$ cat src/design/a2d_pkg.sv
// ----------------------------------------------------------------------------
// a2d_pkg: shared definitions for the analog stick to dpad block
// Control word layout, microcode program, operation and jump codes, fixed
// arithmetic constants and the octant to direction mask table.
// ----------------------------------------------------------------------------
package a2d_pkg;

   // Configuration register indexes
   localparam logic CSR_DEADZONE = 1'b0;
   localparam logic CSR_SWITCH   = 1'b1;

   // Reset values of the configuration registers
   localparam logic [14:0] DEADZONE_RESET = 15'd10000;
   localparam logic [15:0] SWITCH_RESET   = 16'd16000;

   // Axis codes of an input beat
   localparam logic [1:0] AXIS_X = 2'd0;
   localparam logic [1:0] AXIS_Y = 2'd1;

   // Arctangent coefficient b in Q16 and angle arithmetic constants
   localparam logic [15:0] ATAN_B      = 16'd39075;
   localparam logic [18:0] HALF_TURN   = 19'd131072;
   localparam logic [18:0] FULL_TURN   = 19'd262144;
   localparam logic [18:0] ANGLE_ROUND = 19'd512;
   localparam logic [7:0]  OCT_OFFSET  = 8'd80;
   localparam logic [4:0]  DIV_LAST    = 5'd16;

   // Datapath operation codes
   localparam logic [3:0] OP_NOP      = 4'd0;
   localparam logic [3:0] OP_MUL_XX   = 4'd1;
   localparam logic [3:0] OP_MUL_YY   = 4'd2;
   localparam logic [3:0] OP_MUL_XY   = 4'd3;
   localparam logic [3:0] OP_MUL_RR   = 4'd4;
   localparam logic [3:0] OP_MUL_BA   = 4'd5;
   localparam logic [3:0] OP_NUM      = 4'd6;
   localparam logic [3:0] OP_DEN      = 4'd7;
   localparam logic [3:0] OP_DIV_INIT = 4'd8;
   localparam logic [3:0] OP_DIV      = 4'd9;
   localparam logic [3:0] OP_FIN      = 4'd10;
   localparam logic [3:0] OP_ZERO     = 4'd11;

   // Jump condition codes
   localparam logic [1:0] JMP_NONE     = 2'd0;
   localparam logic [1:0] JMP_INSIDE   = 2'd1;
   localparam logic [1:0] JMP_DEN_ZERO = 2'd2;
   localparam logic [1:0] JMP_LOOP     = 2'd3;

   // Program addresses that are jump targets
   localparam logic [3:0] PC_DIV  = 4'd9;
   localparam logic [3:0] PC_FIN  = 4'd10;
   localparam logic [3:0] PC_ZERO = 4'd11;

   typedef struct packed {
      logic [3:0] op;
      logic [1:0] jmp;
      logic [3:0] target;
      logic       last;
   } uword_type;

   typedef struct packed {
      logic in_zone;
      logic den_zero;
      logic cnt_nz;
   } dp_status_type;

   localparam uword_type NOP_WORD = '{op: OP_NOP, jmp: JMP_NONE, target: 4'd0, last: 1'b0};

   // Microcode program: one control word per step.
   function automatic uword_type ucode_rom(input logic [3:0] pc);
      uword_type w;
      w = NOP_WORD;
      case (pc)
         4'd0: w.op = OP_MUL_XX;
         4'd1: w.op = OP_MUL_YY;
         4'd2: w.op = OP_MUL_XY;
         4'd3: w.op = OP_MUL_RR;
         4'd4: begin
            w.op     = OP_MUL_BA;
            w.jmp    = JMP_INSIDE;
            w.target = PC_ZERO;
         end
         4'd5: w.op = OP_NUM;
         4'd6: w.op = OP_DEN;
         4'd7: w.op = OP_DIV_INIT;
         4'd8: begin
            w.jmp    = JMP_DEN_ZERO;
            w.target = PC_FIN;
         end
         4'd9: begin
            w.op     = OP_DIV;
            w.jmp    = JMP_LOOP;
            w.target = PC_DIV;
         end
         4'd10: begin
            w.op   = OP_FIN;
            w.last = 1'b1;
         end
         default: begin
            w.op   = OP_ZERO;
            w.last = 1'b1;
         end
      endcase
      return w;
   endfunction

   // Octant to direction mask: bit0 up, bit1 down, bit2 left, bit3 right.
   function automatic logic [3:0] octant_mask(input logic [2:0] oct);
      logic [3:0] m;
      case (oct)
         3'd0: m = 4'd1;
         3'd1: m = 4'd9;
         3'd2: m = 4'd8;
         3'd3: m = 4'd10;
         3'd4: m = 4'd2;
         3'd5: m = 4'd6;
         3'd6: m = 4'd4;
         default: m = 4'd5;
      endcase
      return m;
   endfunction

endpackage

$ cat src/design/a2d_seq.sv
// ----------------------------------------------------------------------------
// a2d_seq: microcode sequencer
// Step counter over the program table with conditional jumps; holds on the
// final step until the result register can take the new beat.
// ----------------------------------------------------------------------------
module a2d_seq (
   input  logic                  clock,
   input  logic                  reset,
   input  logic                  start_i,
   input  logic                  out_free_i,
   input  a2d_pkg::dp_status_type status_i,
   output a2d_pkg::uword_type    ctl_o,
   output logic                  busy_o,
   output logic                  done_o
);

   logic [3:0]         pc_ff;
   logic [3:0]         pc_in;
   logic               busy_ff;
   logic               busy_in;
   a2d_pkg::uword_type uw;
   logic               take_jump;

   assign uw = a2d_pkg::ucode_rom(pc_ff);

   // Evaluate the jump condition of the current step.
   always_comb begin
      case (uw.jmp)
         a2d_pkg::JMP_NONE:     take_jump = 1'b0;
         a2d_pkg::JMP_INSIDE:   take_jump = status_i.in_zone;
         a2d_pkg::JMP_DEN_ZERO: take_jump = status_i.den_zero;
         a2d_pkg::JMP_LOOP:     take_jump = status_i.cnt_nz;
         default:               take_jump = 1'b0;
      endcase
   end

   assign done_o = busy_ff && uw.last && out_free_i;
   assign ctl_o  = busy_ff ? uw : a2d_pkg::NOP_WORD;
   assign busy_o = busy_ff;

   // Next step and run flag.
   always_comb begin
      pc_in   = pc_ff;
      busy_in = busy_ff;
      if (start_i) begin
         pc_in   = 4'd0;
         busy_in = 1'b1;
      end else if (busy_ff) begin
         if (uw.last) begin
            if (out_free_i) begin
               busy_in = 1'b0;
            end
         end else if (take_jump) begin
            pc_in = uw.target;
         end else begin
            pc_in = pc_ff + 4'd1;
         end
      end
   end

   always_ff @(posedge clock) begin
      if (reset) begin
         pc_ff   <= 4'd0;
         busy_ff <= 1'b0;
      end else begin
         pc_ff   <= pc_in;
         busy_ff <= busy_in;
      end
   end

endmodule

$ cat src/design/a2d_dp.sv
// ----------------------------------------------------------------------------
// a2d_dp: arithmetic datapath
// One shared 16x31 multiplier, adders for numerator and denominator, a
// restoring divider stepped one quotient bit per cycle and the angle mapper.
// ----------------------------------------------------------------------------
module a2d_dp (
   input  logic                   clock,
   input  a2d_pkg::uword_type     ctl_i,
   input  logic [15:0]            x_i,
   input  logic [15:0]            y_i,
   input  logic [14:0]            radius_i,
   output a2d_pkg::dp_status_type status_o,
   output logic [3:0]             mask_o
);

   logic [15:0] ax;
   logic [15:0] ay;
   logic [15:0] mul_a;
   logic [30:0] mul_b;
   logic [46:0] prod;

   logic [30:0] xx_ff;
   logic [30:0] yy_ff;
   logic [30:0] a_ff;
   logic [29:0] rad2_ff;
   logic [45:0] ba_ff;
   logic [46:0] num_ff;
   logic [47:0] den_ff;
   logic [48:0] rem_ff;
   logic [16:0] q_ff;
   logic [4:0]  cnt_ff;

   logic [31:0] mag2;
   logic        ge;
   logic [48:0] rem_sub;
   logic [18:0] r_ext;
   logic [18:0] turn;
   logic [18:0] turn_rnd;
   logic [7:0]  oct_sum;

   // Magnitudes of the stored axes.
   assign ax = x_i[15] ? (~x_i + 16'd1) : x_i;
   assign ay = y_i[15] ? (~y_i + 16'd1) : y_i;

   // Shared multiplier operand selection.
   always_comb begin
      case (ctl_i.op)
         a2d_pkg::OP_MUL_XX: begin
            mul_a = ax;
            mul_b = 31'(ax);
         end
         a2d_pkg::OP_MUL_YY: begin
            mul_a = ay;
            mul_b = 31'(ay);
         end
         a2d_pkg::OP_MUL_XY: begin
            mul_a = ax;
            mul_b = 31'(ay);
         end
         a2d_pkg::OP_MUL_RR: begin
            mul_a = {1'b0, radius_i};
            mul_b = 31'(radius_i);
         end
         a2d_pkg::OP_MUL_BA: begin
            mul_a = a2d_pkg::ATAN_B;
            mul_b = a_ff;
         end
         default: begin
            mul_a = 16'd0;
            mul_b = 31'd0;
         end
      endcase
   end

   assign prod = 47'(mul_a) * 47'(mul_b);

   // Deadzone test and loop status.
   assign mag2              = 32'(xx_ff) + 32'(yy_ff);
   assign status_o.in_zone  = mag2 < 32'(rad2_ff);
   assign status_o.den_zero = den_ff == 48'd0;
   assign status_o.cnt_nz   = cnt_ff != 5'd0;

   // One restoring division step.
   assign ge      = rem_ff >= {1'b0, den_ff};
   assign rem_sub = ge ? (rem_ff - {1'b0, den_ff}) : rem_ff;

   // Registers written by the current operation. The denominator is built as
   // b*A plus x*x in Q16, and the numerator is added on the next step.
   always_ff @(posedge clock) begin
      case (ctl_i.op)
         a2d_pkg::OP_MUL_XX: xx_ff   <= prod[30:0];
         a2d_pkg::OP_MUL_YY: yy_ff   <= prod[30:0];
         a2d_pkg::OP_MUL_XY: a_ff    <= prod[30:0];
         a2d_pkg::OP_MUL_RR: rad2_ff <= prod[29:0];
         a2d_pkg::OP_MUL_BA: ba_ff   <= prod[45:0];
         a2d_pkg::OP_NUM: num_ff <= 47'(ba_ff) + {yy_ff, 16'd0};
         a2d_pkg::OP_DEN: den_ff <= 48'(ba_ff) + {1'b0, xx_ff, 16'd0};
         a2d_pkg::OP_DIV_INIT: begin
            den_ff <= den_ff + 48'(num_ff);
            rem_ff <= 49'(num_ff);
            q_ff   <= 17'd0;
            cnt_ff <= a2d_pkg::DIV_LAST;
         end
         a2d_pkg::OP_DIV: begin
            rem_ff <= {rem_sub[47:0], 1'b0};
            q_ff   <= {q_ff[15:0], ge};
            cnt_ff <= cnt_ff - 5'd1;
         end
         default: begin
         end
      endcase
   end

   // Quadrant offset, rounding to 1/256 turn and octant lookup.
   assign r_ext = 19'(q_ff);
   always_comb begin
      case ({x_i[15], y_i[15]})
         2'b00:   turn = r_ext;
         2'b10:   turn = a2d_pkg::HALF_TURN - r_ext;
         2'b11:   turn = a2d_pkg::HALF_TURN + r_ext;
         default: turn = a2d_pkg::FULL_TURN - r_ext;
      endcase
   end
   assign turn_rnd = turn + a2d_pkg::ANGLE_ROUND;
   assign oct_sum  = turn_rnd[17:10] + a2d_pkg::OCT_OFFSET;

   assign mask_o = (ctl_i.op == a2d_pkg::OP_FIN) ? a2d_pkg::octant_mask(oct_sum[7:5]) : 4'd0;

endmodule

$ cat src/design/analog_stick_to_dpad.sv
// ----------------------------------------------------------------------------
// analog_stick_to_dpad: left stick events to an eight-way direction mask
// Result path: an x or y beat runs the program through the 17-step divider loop;
// inside the deadzone it jumps to the zero step, and with the stick centered and
// outside a zero radius it skips the divider. Input stalls while a beat runs;
// other axes or ignored pads are taken one per cycle when idle, no result.
// Reset: synchronous; owner and stored axes clear, registers take defaults.
// ----------------------------------------------------------------------------
module analog_stick_to_dpad (
   input  logic               clock,
   input  logic               reset,
   input  logic               req_valid,
   output logic               req_stall,
   input  logic [7:0]         req_pad_id,
   input  logic [1:0]         req_axis_code,
   input  logic signed [15:0] req_axis_value,
   output logic               rsp_valid,
   input  logic               rsp_stall,
   output logic [3:0]         rsp_direction_mask,
   input  logic               csr_wr_en,
   input  logic               csr_index,
   input  logic [15:0]        csr_wr_data
);

   logic [14:0] deadzone_ff;
   logic [15:0] switch_ff;
   logic [7:0]  owner_ff;
   logic [15:0] x_ff;
   logic [15:0] y_ff;
   logic        rsp_valid_ff;
   logic [3:0]  rsp_mask_ff;

   logic        req_accept;
   logic        is_x;
   logic        is_y;
   logic        foreign;
   logic [15:0] value_abs;
   logic        take;
   logic        out_free;
   logic        busy;
   logic        done;
   logic [3:0]  dp_mask;

   a2d_pkg::uword_type     ctl;
   a2d_pkg::dp_status_type status;

   // Configuration registers.
   always_ff @(posedge clock) begin
      if (reset) begin
         deadzone_ff <= a2d_pkg::DEADZONE_RESET;
         switch_ff   <= a2d_pkg::SWITCH_RESET;
      end else if (csr_wr_en) begin
         if (csr_index == a2d_pkg::CSR_DEADZONE) begin
            deadzone_ff <= csr_wr_data[14:0];
         end else begin
            switch_ff <= csr_wr_data;
         end
      end
   end

   // Input beat filtering: other axes and weak events from other pads drop.
   assign req_stall  = busy;
   assign req_accept = req_valid && !req_stall;
   assign is_x       = req_axis_code == a2d_pkg::AXIS_X;
   assign is_y       = req_axis_code == a2d_pkg::AXIS_Y;
   assign foreign    = req_pad_id != owner_ff;
   assign value_abs  = req_axis_value[15] ? (~req_axis_value + 16'd1) : req_axis_value;
   assign take       = req_accept && (is_x || is_y) && !(foreign && (value_abs < switch_ff));

   // Owner and stored axis positions.
   always_ff @(posedge clock) begin
      if (reset) begin
         owner_ff <= 8'd0;
         x_ff     <= 16'd0;
         y_ff     <= 16'd0;
      end else if (take) begin
         owner_ff <= req_pad_id;
         if (is_x) begin
            x_ff <= req_axis_value;
         end else if (foreign) begin
            x_ff <= 16'd0;
         end
         if (is_y) begin
            y_ff <= req_axis_value;
         end else if (foreign) begin
            y_ff <= 16'd0;
         end
      end
   end

   assign out_free = !rsp_valid_ff || !rsp_stall;

   a2d_seq u_seq (
      .clock      (clock),
      .reset      (reset),
      .start_i    (take),
      .out_free_i (out_free),
      .status_i   (status),
      .ctl_o      (ctl),
      .busy_o     (busy),
      .done_o     (done)
   );

   a2d_dp u_dp (
      .clock    (clock),
      .ctl_i    (ctl),
      .x_i      (x_ff),
      .y_i      (y_ff),
      .radius_i (deadzone_ff),
      .status_o (status),
      .mask_o   (dp_mask)
   );

   // Result register: holds one beat while the consumer stalls.
   always_ff @(posedge clock) begin
      if (reset) begin
         rsp_valid_ff <= 1'b0;
      end else if (done) begin
         rsp_valid_ff <= 1'b1;
      end else if (!rsp_stall) begin
         rsp_valid_ff <= 1'b0;
      end
   end

   always_ff @(posedge clock) begin
      if (done) begin
         rsp_mask_ff <= dp_mask;
      end
   end

   assign rsp_valid          = rsp_valid_ff;
   assign rsp_direction_mask = rsp_mask_ff;

endmodule

$ cat config.mk
export PLATFORM = sky130hd
export DESIGN_NAME = analog_stick_to_dpad
export DESIGN_NICKNAME = d
export VERILOG_FILES = /design/src/design/a2d_pkg.sv /design/src/design/a2d_seq.sv /design/src/design/a2d_dp.sv /design/src/design/analog_stick_to_dpad.sv
export SDC_FILE = /design/constraint.sdc
export NUM_CORES = 2
export LEC_CHECK = 0
export ABC_AREA = 1
export BUFFER_PORTS_ARGS = -buffer_cell sky130_fd_sc_hd__buf_4
export CAP_MARGIN = 10
export CORE_MARGIN = 2
export CORE_UTILIZATION = 55
export CTS_CLUSTER_DIAMETER = 150
export DETAILED_ROUTE_END_ITERATION = 6
export GPL_TIMING_DRIVEN = 0
export PLACE_DENSITY = 0.81
export SETUP_SLACK_MARGIN = 0.05
export SYNTH_ARGS = -nofsm -noshare
export SYNTH_HDL_FRONTEND = slang
export SYNTH_SLANG_ARGS = --single-unit
$ cat constraint.sdc
create_clock -name clock -period 8.1 [get_ports clock]
set_input_delay 1.215 -clock clock [delete_from_list [all_inputs] [get_ports clock]]
set_output_delay 1.215 -clock clock [all_outputs]
set_load 0.05 [all_outputs]
# Word level (Yosys, flattened, before mapping)
# Index checks and enable logic that the tools add are counted.
# op_classes
n_addsub	15
multipliers	1
order_cmp	3
eq_ne	34
muxes	27
n_bitwise	4
n_reduce_logical	32
# ops
operator	n
31-bit one-hot mux with 4 select lines	1
49-bit one-hot mux with 2 select lines	1
16-bit two-way mux	6
48-bit one-hot mux with 2 select lines	1
16-bit one-hot mux with 4 select lines	1
18-bit one-hot mux with 3 select lines	1
49-bit by 48-bit greater-or-equal comparator with 1-bit output	1
16-bit by 1-bit adder with 16-bit output, second input constant	3
46-bit by 47-bit adder with 48-bit output	1
48-bit by 47-bit adder with 48-bit output	1
48-bit logical NOT	1
48-bit two-way mux	1
16-bit NOT	3
48-bit subtractor	1
46-bit by 47-bit adder with 47-bit output	1
16-bit by 31-bit multiplier with 46-bit output	1
4-bit one-hot mux with 11 select lines	1
17-bit one-hot mux with 2 select lines	1
31-bit by 31-bit adder with 32-bit output	1
4-bit by 3-bit equality test with 1-bit output, second input constant	8
32-bit by 30-bit < comparator with 1-bit output	1
4-bit one-hot mux with 7 select lines	1
4-bit equality test, second input constant	6
18-bit by 10-bit adder with 18-bit output, second input constant	1
other kinds (34)	71
# word_totals
regBits	416
inputBits	48
wordCells	135

# Depth between registers and ports, before layout
# logic_depth
word_depth	8
mapped_depth	47

# Hierarchy
# From an unflattened synthesis, not the netlist that was laid out.
# unflattened
cells_unflattened	5845
hier_area_um2	45625.0
# by_module_without_submodules
module	instances	cells_each	area_each_um2	seq_area_each_um2
a2d_dp	1	5275	41282.1	10059.6
analog_stick_to_dpad	1	465	3716.1	1561.5
a2d_seq	1	105	626.9	100.1

# Worst setup path before layout
# OpenSTA, ideal clock, no wires.
# synth_timing
kind	register to register
start	reg u_seq.pc_ff[0]
end	reg u_dp.ba_ff[34] (data pin)
setup_time_ps	259
arrival_ps	8052
path_slack_ps	-210
stages_incl_launch_ff	39
n_path_buf	1
period_less_slack_ps	8310
path_cell_list	dfxtp_1 inv_1 ha_1 nor2_1 nor3_1 nor2_2 nand2_2 o211ai_2 nand2_4 inv_2 nand2_1 nor2_1 o21bai_1 nand2_1 nor2_4 inv_2 buf_6 nand2_1 (+3 left out) inv_1 fa_1 fa_1 inv_1 fa_1 inv_1 ha_1 nand2_1 nor2_1 inv_1 nor3_1 a21oi_1 o21ai_0 nand2_1 nand2_1 nand2_1 nand2_1 xor2_1
# synth_via
elab_chain_len	7
word_cells_on_any_way	23
# synth_rtl
item	line_no	source
start, declared	a2d_seq.sv:17	logic [3:0] pc_ff;
start signal, assigned	a2d_seq.sv:66	pc_ff <= pc_in;
4-bit equality test, or another cell as far along	a2d_pkg.sv:72	case (pc)
4-bit one-hot mux with 11 select lines *	a2d_pkg.sv:72	
11-bit two-way mux *	a2d_seq.sv:38	assign ctl_o = busy_ff ? uw : a2d_pkg::NOP_WORD;
4-bit by 1-bit equality test with 1-bit output / 4-bit by 2-bit equality test with 1-bit output (equally long branches)	a2d_dp.sv:47	case (ctl_i.op)
2-bit OR reduction (no source line)	--	
16-bit one-hot mux with 4 select lines / 31-bit one-hot mux with 4 select lines (equally long branches)	a2d_dp.sv:47	
16-bit by 31-bit multiplier with 46-bit output *	a2d_dp.sv:75	assign prod = 47'(mul_a) * 47'(mul_b);
net u_dp.prod[34]	a2d_dp.sv:20	logic [46:0] prod;
end signal, assigned	a2d_dp.sv:95	a2d_pkg::OP_MUL_BA: ba_ff <= prod[45:0];
end, declared	a2d_dp.sv:26	logic [45:0] ba_ff;
# The timed path passes the listed nets; every way through them passes the cells marked *.
# A chain may end at the register's enable or synchronous reset.

# Worst setup path in the final report
# layout_timing
start	reg u_seq.pc_ff[0]
end	reg u_dp.yy_ff[30] (data pin)
# layout_via
elab_chain_len	7
word_cells_on_any_way	23
# layout_rtl
item	line_no	source
4-bit equality test, or another cell as far along	a2d_pkg.sv:72	
4-bit one-hot mux with 11 select lines *	a2d_pkg.sv:72	
11-bit two-way mux *	a2d_seq.sv:38	
4-bit by 1-bit equality test with 1-bit output / 4-bit by 2-bit equality test with 1-bit output (equally long branches)	a2d_dp.sv:47	
2-bit OR reduction (no source line)	--	
16-bit one-hot mux with 4 select lines / 31-bit one-hot mux with 4 select lines (equally long branches)	a2d_dp.sv:47	
16-bit by 31-bit multiplier with 46-bit output *	a2d_dp.sv:75	
net u_dp.prod[30]	a2d_dp.sv:20	
end signal, assigned	a2d_dp.sv:92	a2d_pkg::OP_MUL_YY: yy_ff <= prod[30:0];
end, declared	a2d_dp.sv:23	logic [30:0] yy_ff;
# Marked as above.

==> summary by stage <==
Detailed routing
The final routed wire length divided by cell count is between 15 and 20 µm. In the detailed route, the total length drawn on met2 is around 63000 µm. After the first detailed-routing iteration, the DRC count stood at 3835. The routed design uses 11920 µm of met3 wire. Once detail routing completed, the nets flagged for antenna violations numbered 0. For this block, the routed nets add up to between 100000 and 150000 µm of wire.

In the final routing, the length of wire on met1 measures between 50000 and 60000 µm. The average vias per placed instance is 5.727. In this run the top signal layer used is met5. In the routed design, unresolved DRC markers number 1. The total via count after detailed routing is 39342.

The first-pass iteration count of the detailed router is 7.

Synth
By count the netlist is led by sky130_fd_sc_hd__nand2_1 (1135), sky130_fd_sc_hd__inv_1 (970), sky130_fd_sc_hd__nor2_1 (522), sky130_fd_sc_hd__a21oi_1 (414), sky130_fd_sc_hd__fa_1 (408). For this run, the register share of the synthesized area comes to 0.2665. For this run, the number of Yosys warnings is 0. The biggest area consumer among synthesized cells is sky130_fd_sc_hd__edfxtp_1. Of the post-synthesis cell area, the dominant cell type holds 0.2315. The flip-flop and latch count after synthesis is around 420.

In the synthesized netlist the async set-or-reset flop fraction comes to 0. The most frequent cell after synthesis is sky130_fd_sc_hd__nand2_1. The mean instance size in the synthesized netlist is between 8 and 9 µm². The number of enable flip-flop cells after synthesis is between 300 and 400.

The cell area after synthesis is approximately 0.044 mm². Ranked by total cell area, the synthesized netlist is headed by sky130_fd_sc_hd__edfxtp_1 (23%), sky130_fd_sc_hd__fa_1 (19%), sky130_fd_sc_hd__ha_1 (10%), sky130_fd_sc_hd__nand2_1 (9.7%), sky130_fd_sc_hd__inv_1 (8.3%). After technology mapping, the gate count stands at between 5000 and 6000. Synthesis instantiated 60 different standard cells from the library. For this run, the leading register cell type out of synthesis is sky130_fd_sc_hd__edfxtp_1.

CTS
In this run the number of H-tree levels came out at 2. Clock-pin slew was measured on the worst setup and hold paths at approximately 0.060 ns. The hold-fix buffer count after cts is 0. The root buffer cell chosen for the clock tree is sky130_fd_sc_hd__clkbuf_16. The CTS buffer count is 46. The TritonCTS clock tree is done. The number of sinks on the clock net is between 400 and 500.

The longest clock path from root to sink contains 3 buffers. The clock latency of the later-clocked register in the worst-skew pair is between 0.6 and 0.7 ns.

Power
The relative contribution of sequential cells to total power is 0.273. For this design the static power due to leakage is roughly 24 nW. VDD sags by at most around 0.46 mV. The total design power is between 9 and 10 mW. The combinational share of power is 0.495. Cell internal power was estimated by the tool at ~5.8 mW. The power share of the clock group is 0.232.

The analysis attributes to net switching a power of around 3.9 mW. The total power divided by cell area is ~190 mW/mm². Of the total power, the share spent switching nets is 0.4040.

Critical path
At the worst endpoint, the required time is 8.50 ns. STA puts the critical path data arrival time at 8.49 ns. The worst register-to-register path begins at u_seq.pc_ff[0].

The most repeated library cell on the critical path is sky130_fd_sc_hd__fa_1. The worst setup path startpoint is u_seq.pc_ff[0]. The worst-path maximum fanout is 10. The kind of cell with the highest combined delay on the critical path is adder cells. The type of element capturing the critical path is a register. Together, buffers and inverters on the worst path number 8. The worst setup path is of the register to register kind. The largest single stage delay on the critical path is 0.66 ns. The worst register-to-register path has a setup slack of between 0.0006 and 0.0007 ns. Among all stages on the critical path, the largest delay is contributed by sky130_fd_sc_hd__fa_2. The worst setup path is launched from a register.

STA
Setup violations remaining at the end of the flow were counted as 0. Of the available clock period, the critical path in the final layout requires 0.9999. The highest clock frequency the design can meet is between 0.1 and 0.15 GHz.

The largest clock skew in the final design is 0.02720 ns. The hold violation count in the final report is 0. Headroom to the max-slew limit came out at 0.3179.

Setup repair after global routing could not meet its margin everywhere. The setup total negative slack is 0 ns. The max-slew violation count is 0. The transition time of the tightest slew-check pin is about 1 ns.

The minimum period implied by the final worst setup slack is 8.099 ns.

Floorplan
The floorplan step defined a die boundary enclosing a little over 0.08 mm². The floorplan row count is roughly 100. In this run the vertical extent of the chip is 286.8 µm. The region available for standard cell placement spans approximately 0.079 mm². Measured along the x axis, the die boundary spans roughly 290 µm. The number of primary I/O pins is 54.

The initial standard-cell utilization of the core is 0.5558.

Global routing
The number of antenna violations at the first check in global routing is 1. The total global routing overflow is 0. Across every metal layer, demand over resource in global routing totals 0.3191. The wire length of the first global-routing pass is roughly 200000 µm. The maximum number of pins on one net before global-route repair is 56. The number of global-route vias before repair came to approximately 39000.

Final layout
The layout cell share with drive strength beyond 1 is 0.09933. 0 antenna diodes ended up in the layout. The layout overhead on the synthesized area is 14.84%.

The layout has between 6000 and 7000 filler cells. The area of the multi-input gates is approximately 0.03 mm². The net count reported at finish is 6593. Measured on the finished design, the core utilization comes to 0.6383. The number of cells in the finished layout apart from fillers is between 6000 and 7000.

The register cell area after layout is 0.01173 mm².

Placed design
At the end of routability-driven placement, the weighted congestion stood at slightly above 1. The total of buffers placed on input and output ports is 52. The HPWL after detailed placement is 103600 µm.

After detailed placement, the design holds a cell count of about 6700.

Worst hold path
The startpoint identified for the worst hold timing path is u_dp.ba_ff[12]. The worst min-delay path class is register to register.

Outcome
The flow ran to the end, but the final reports show violations. The final reports fail on design-rule violations.

Job
Max-cap violations in this run came to 0.
==> cell type report <==
class	instances	share of cell area
Buffer	94	0.01343
Clock buffer	59	0.02520
Clock inverter	27	0.006639
Inverter	1000	0.07502
Multi-Input combinational cell	4035	0.5861
Sequential cell	416	0.2323
Tap cell	1050	0.02601
Timing Repair Buffer	188	0.03535
==> final timing paths <==
| path | end | depth (start not counted) |
|---|---|---|
| setup / recovery | u_dp.yy_ff[30] | 36 |
| hold / removal | u_dp.num_ff[12] | 0 |
| setup reg to reg | u_dp.yy_ff[30] | 36 |
| hold reg to reg | u_dp.num_ff[12] | 0 |
==> cell families (layout without fill, tap and decap cells) <==
kind of cell | count (synthesis) | after routing | synth area share
compound gates | 914 | 914 | 0.1142
flops | 416 | 416 | 0.2665
other cells | 2 | 135 | 0.0001708
buf+inv | 1094 | 1368 | 0.09813
xor+xnor | 222 | 222 | 0.04421
fa+ha+maj | 764 | 764 | 0.2870
simple gates | 2000 | 2000 | 0.1897
==> routing by layer <==
layer | vias to the layer above | global-route usage
li1 | 17991 | -
met1 | 18701 | 0.4072
met2 | 2077 | 0.5368
met3 | 571 | 0.03873
met4 | 2 | 0.1620
met5 | - | 0
==> power groups by stage <==
| stage | Combinational, mW | Sequential, mW | Clock (mW) |
|---|---|---|---|
| CTS | 4.15 | 2.65 | 2.26 |
| global route | 5.16 | 2.65 | 2.33 |
| finish | 4.81 | 2.65 | 2.26 |
| floorplan | 2.51 | 2.68 | 0 |
| detailed placement | 3.56 | 2.70 | 0 |
| global placement | 3.48 | 2.70 | 0 |
==> metrics by stage <==
step,cell area (µm²),hold slack [ns],setup WS [ns]
after detailed placement,46320,0.4456,-1.513
after CTS,49050,0.4620,0.01238
after global placement,46180,0.4321,-1.761
after floorplan,44480,0.4268,0.3016
after global routing,50500,0.4758,-0.2977
final,50500,0.4574,0.0006972
==> sequential cells by signal (all words and copies together), names as in the netlist, 4 cells and up <==
name and count:
u_dp.xx_ff 31, y_ff 16, u_dp.num_ff 47, owner_ff 8
u_dp.ba_ff 46, switch_ff 16, u_dp.yy_ff 31, u_dp.rad2_ff 30
u_dp.q_ff 17, deadzone_ff 15, x_ff 16, rsp_direction_mask 4
u_dp.den_ff 48, u_dp.a_ff 31, u_dp.rem_ff 49, u_seq.pc_ff 4
u_dp.cnt_ff 5
==> what timing repair did <==
action / 4_1_cts / 5_1_grt
pin swaps: 24 / 66
endpoints found under the setup margin: 119 / 114
gates cloned: 7 / 3
gates resized for setup: 117 / 172
setup buffers: 44 / 77
==> cell usage in the layout (no fill, tap or decap), types with 38 or more instances in the layout <==
master,n
sky130_fd_sc_hd__fa_1,401
sky130_fd_sc_hd__o21ai_0,292
sky130_fd_sc_hd__a21oi_1,397
sky130_fd_sc_hd__conb_1,135
sky130_fd_sc_hd__clkbuf_16,49
sky130_fd_sc_hd__nor2_1,494
sky130_fd_sc_hd__dfxtp_1,74
sky130_fd_sc_hd__buf_4,168
sky130_fd_sc_hd__clkbuf_1,44
sky130_fd_sc_hd__ha_1,331
sky130_fd_sc_hd__nand2_1,1113
sky130_fd_sc_hd__xor2_1,125
sky130_fd_sc_hd__xnor2_1,77
sky130_fd_sc_hd__inv_1,963
sky130_fd_sc_hd__nand3_1,137
sky130_fd_sc_hd__edfxtp_1,339
sky130_fd_sc_hd__nor3_1,38
sky130_fd_sc_hd__nand4_1,45
Power figures use the tool's default switching activity.
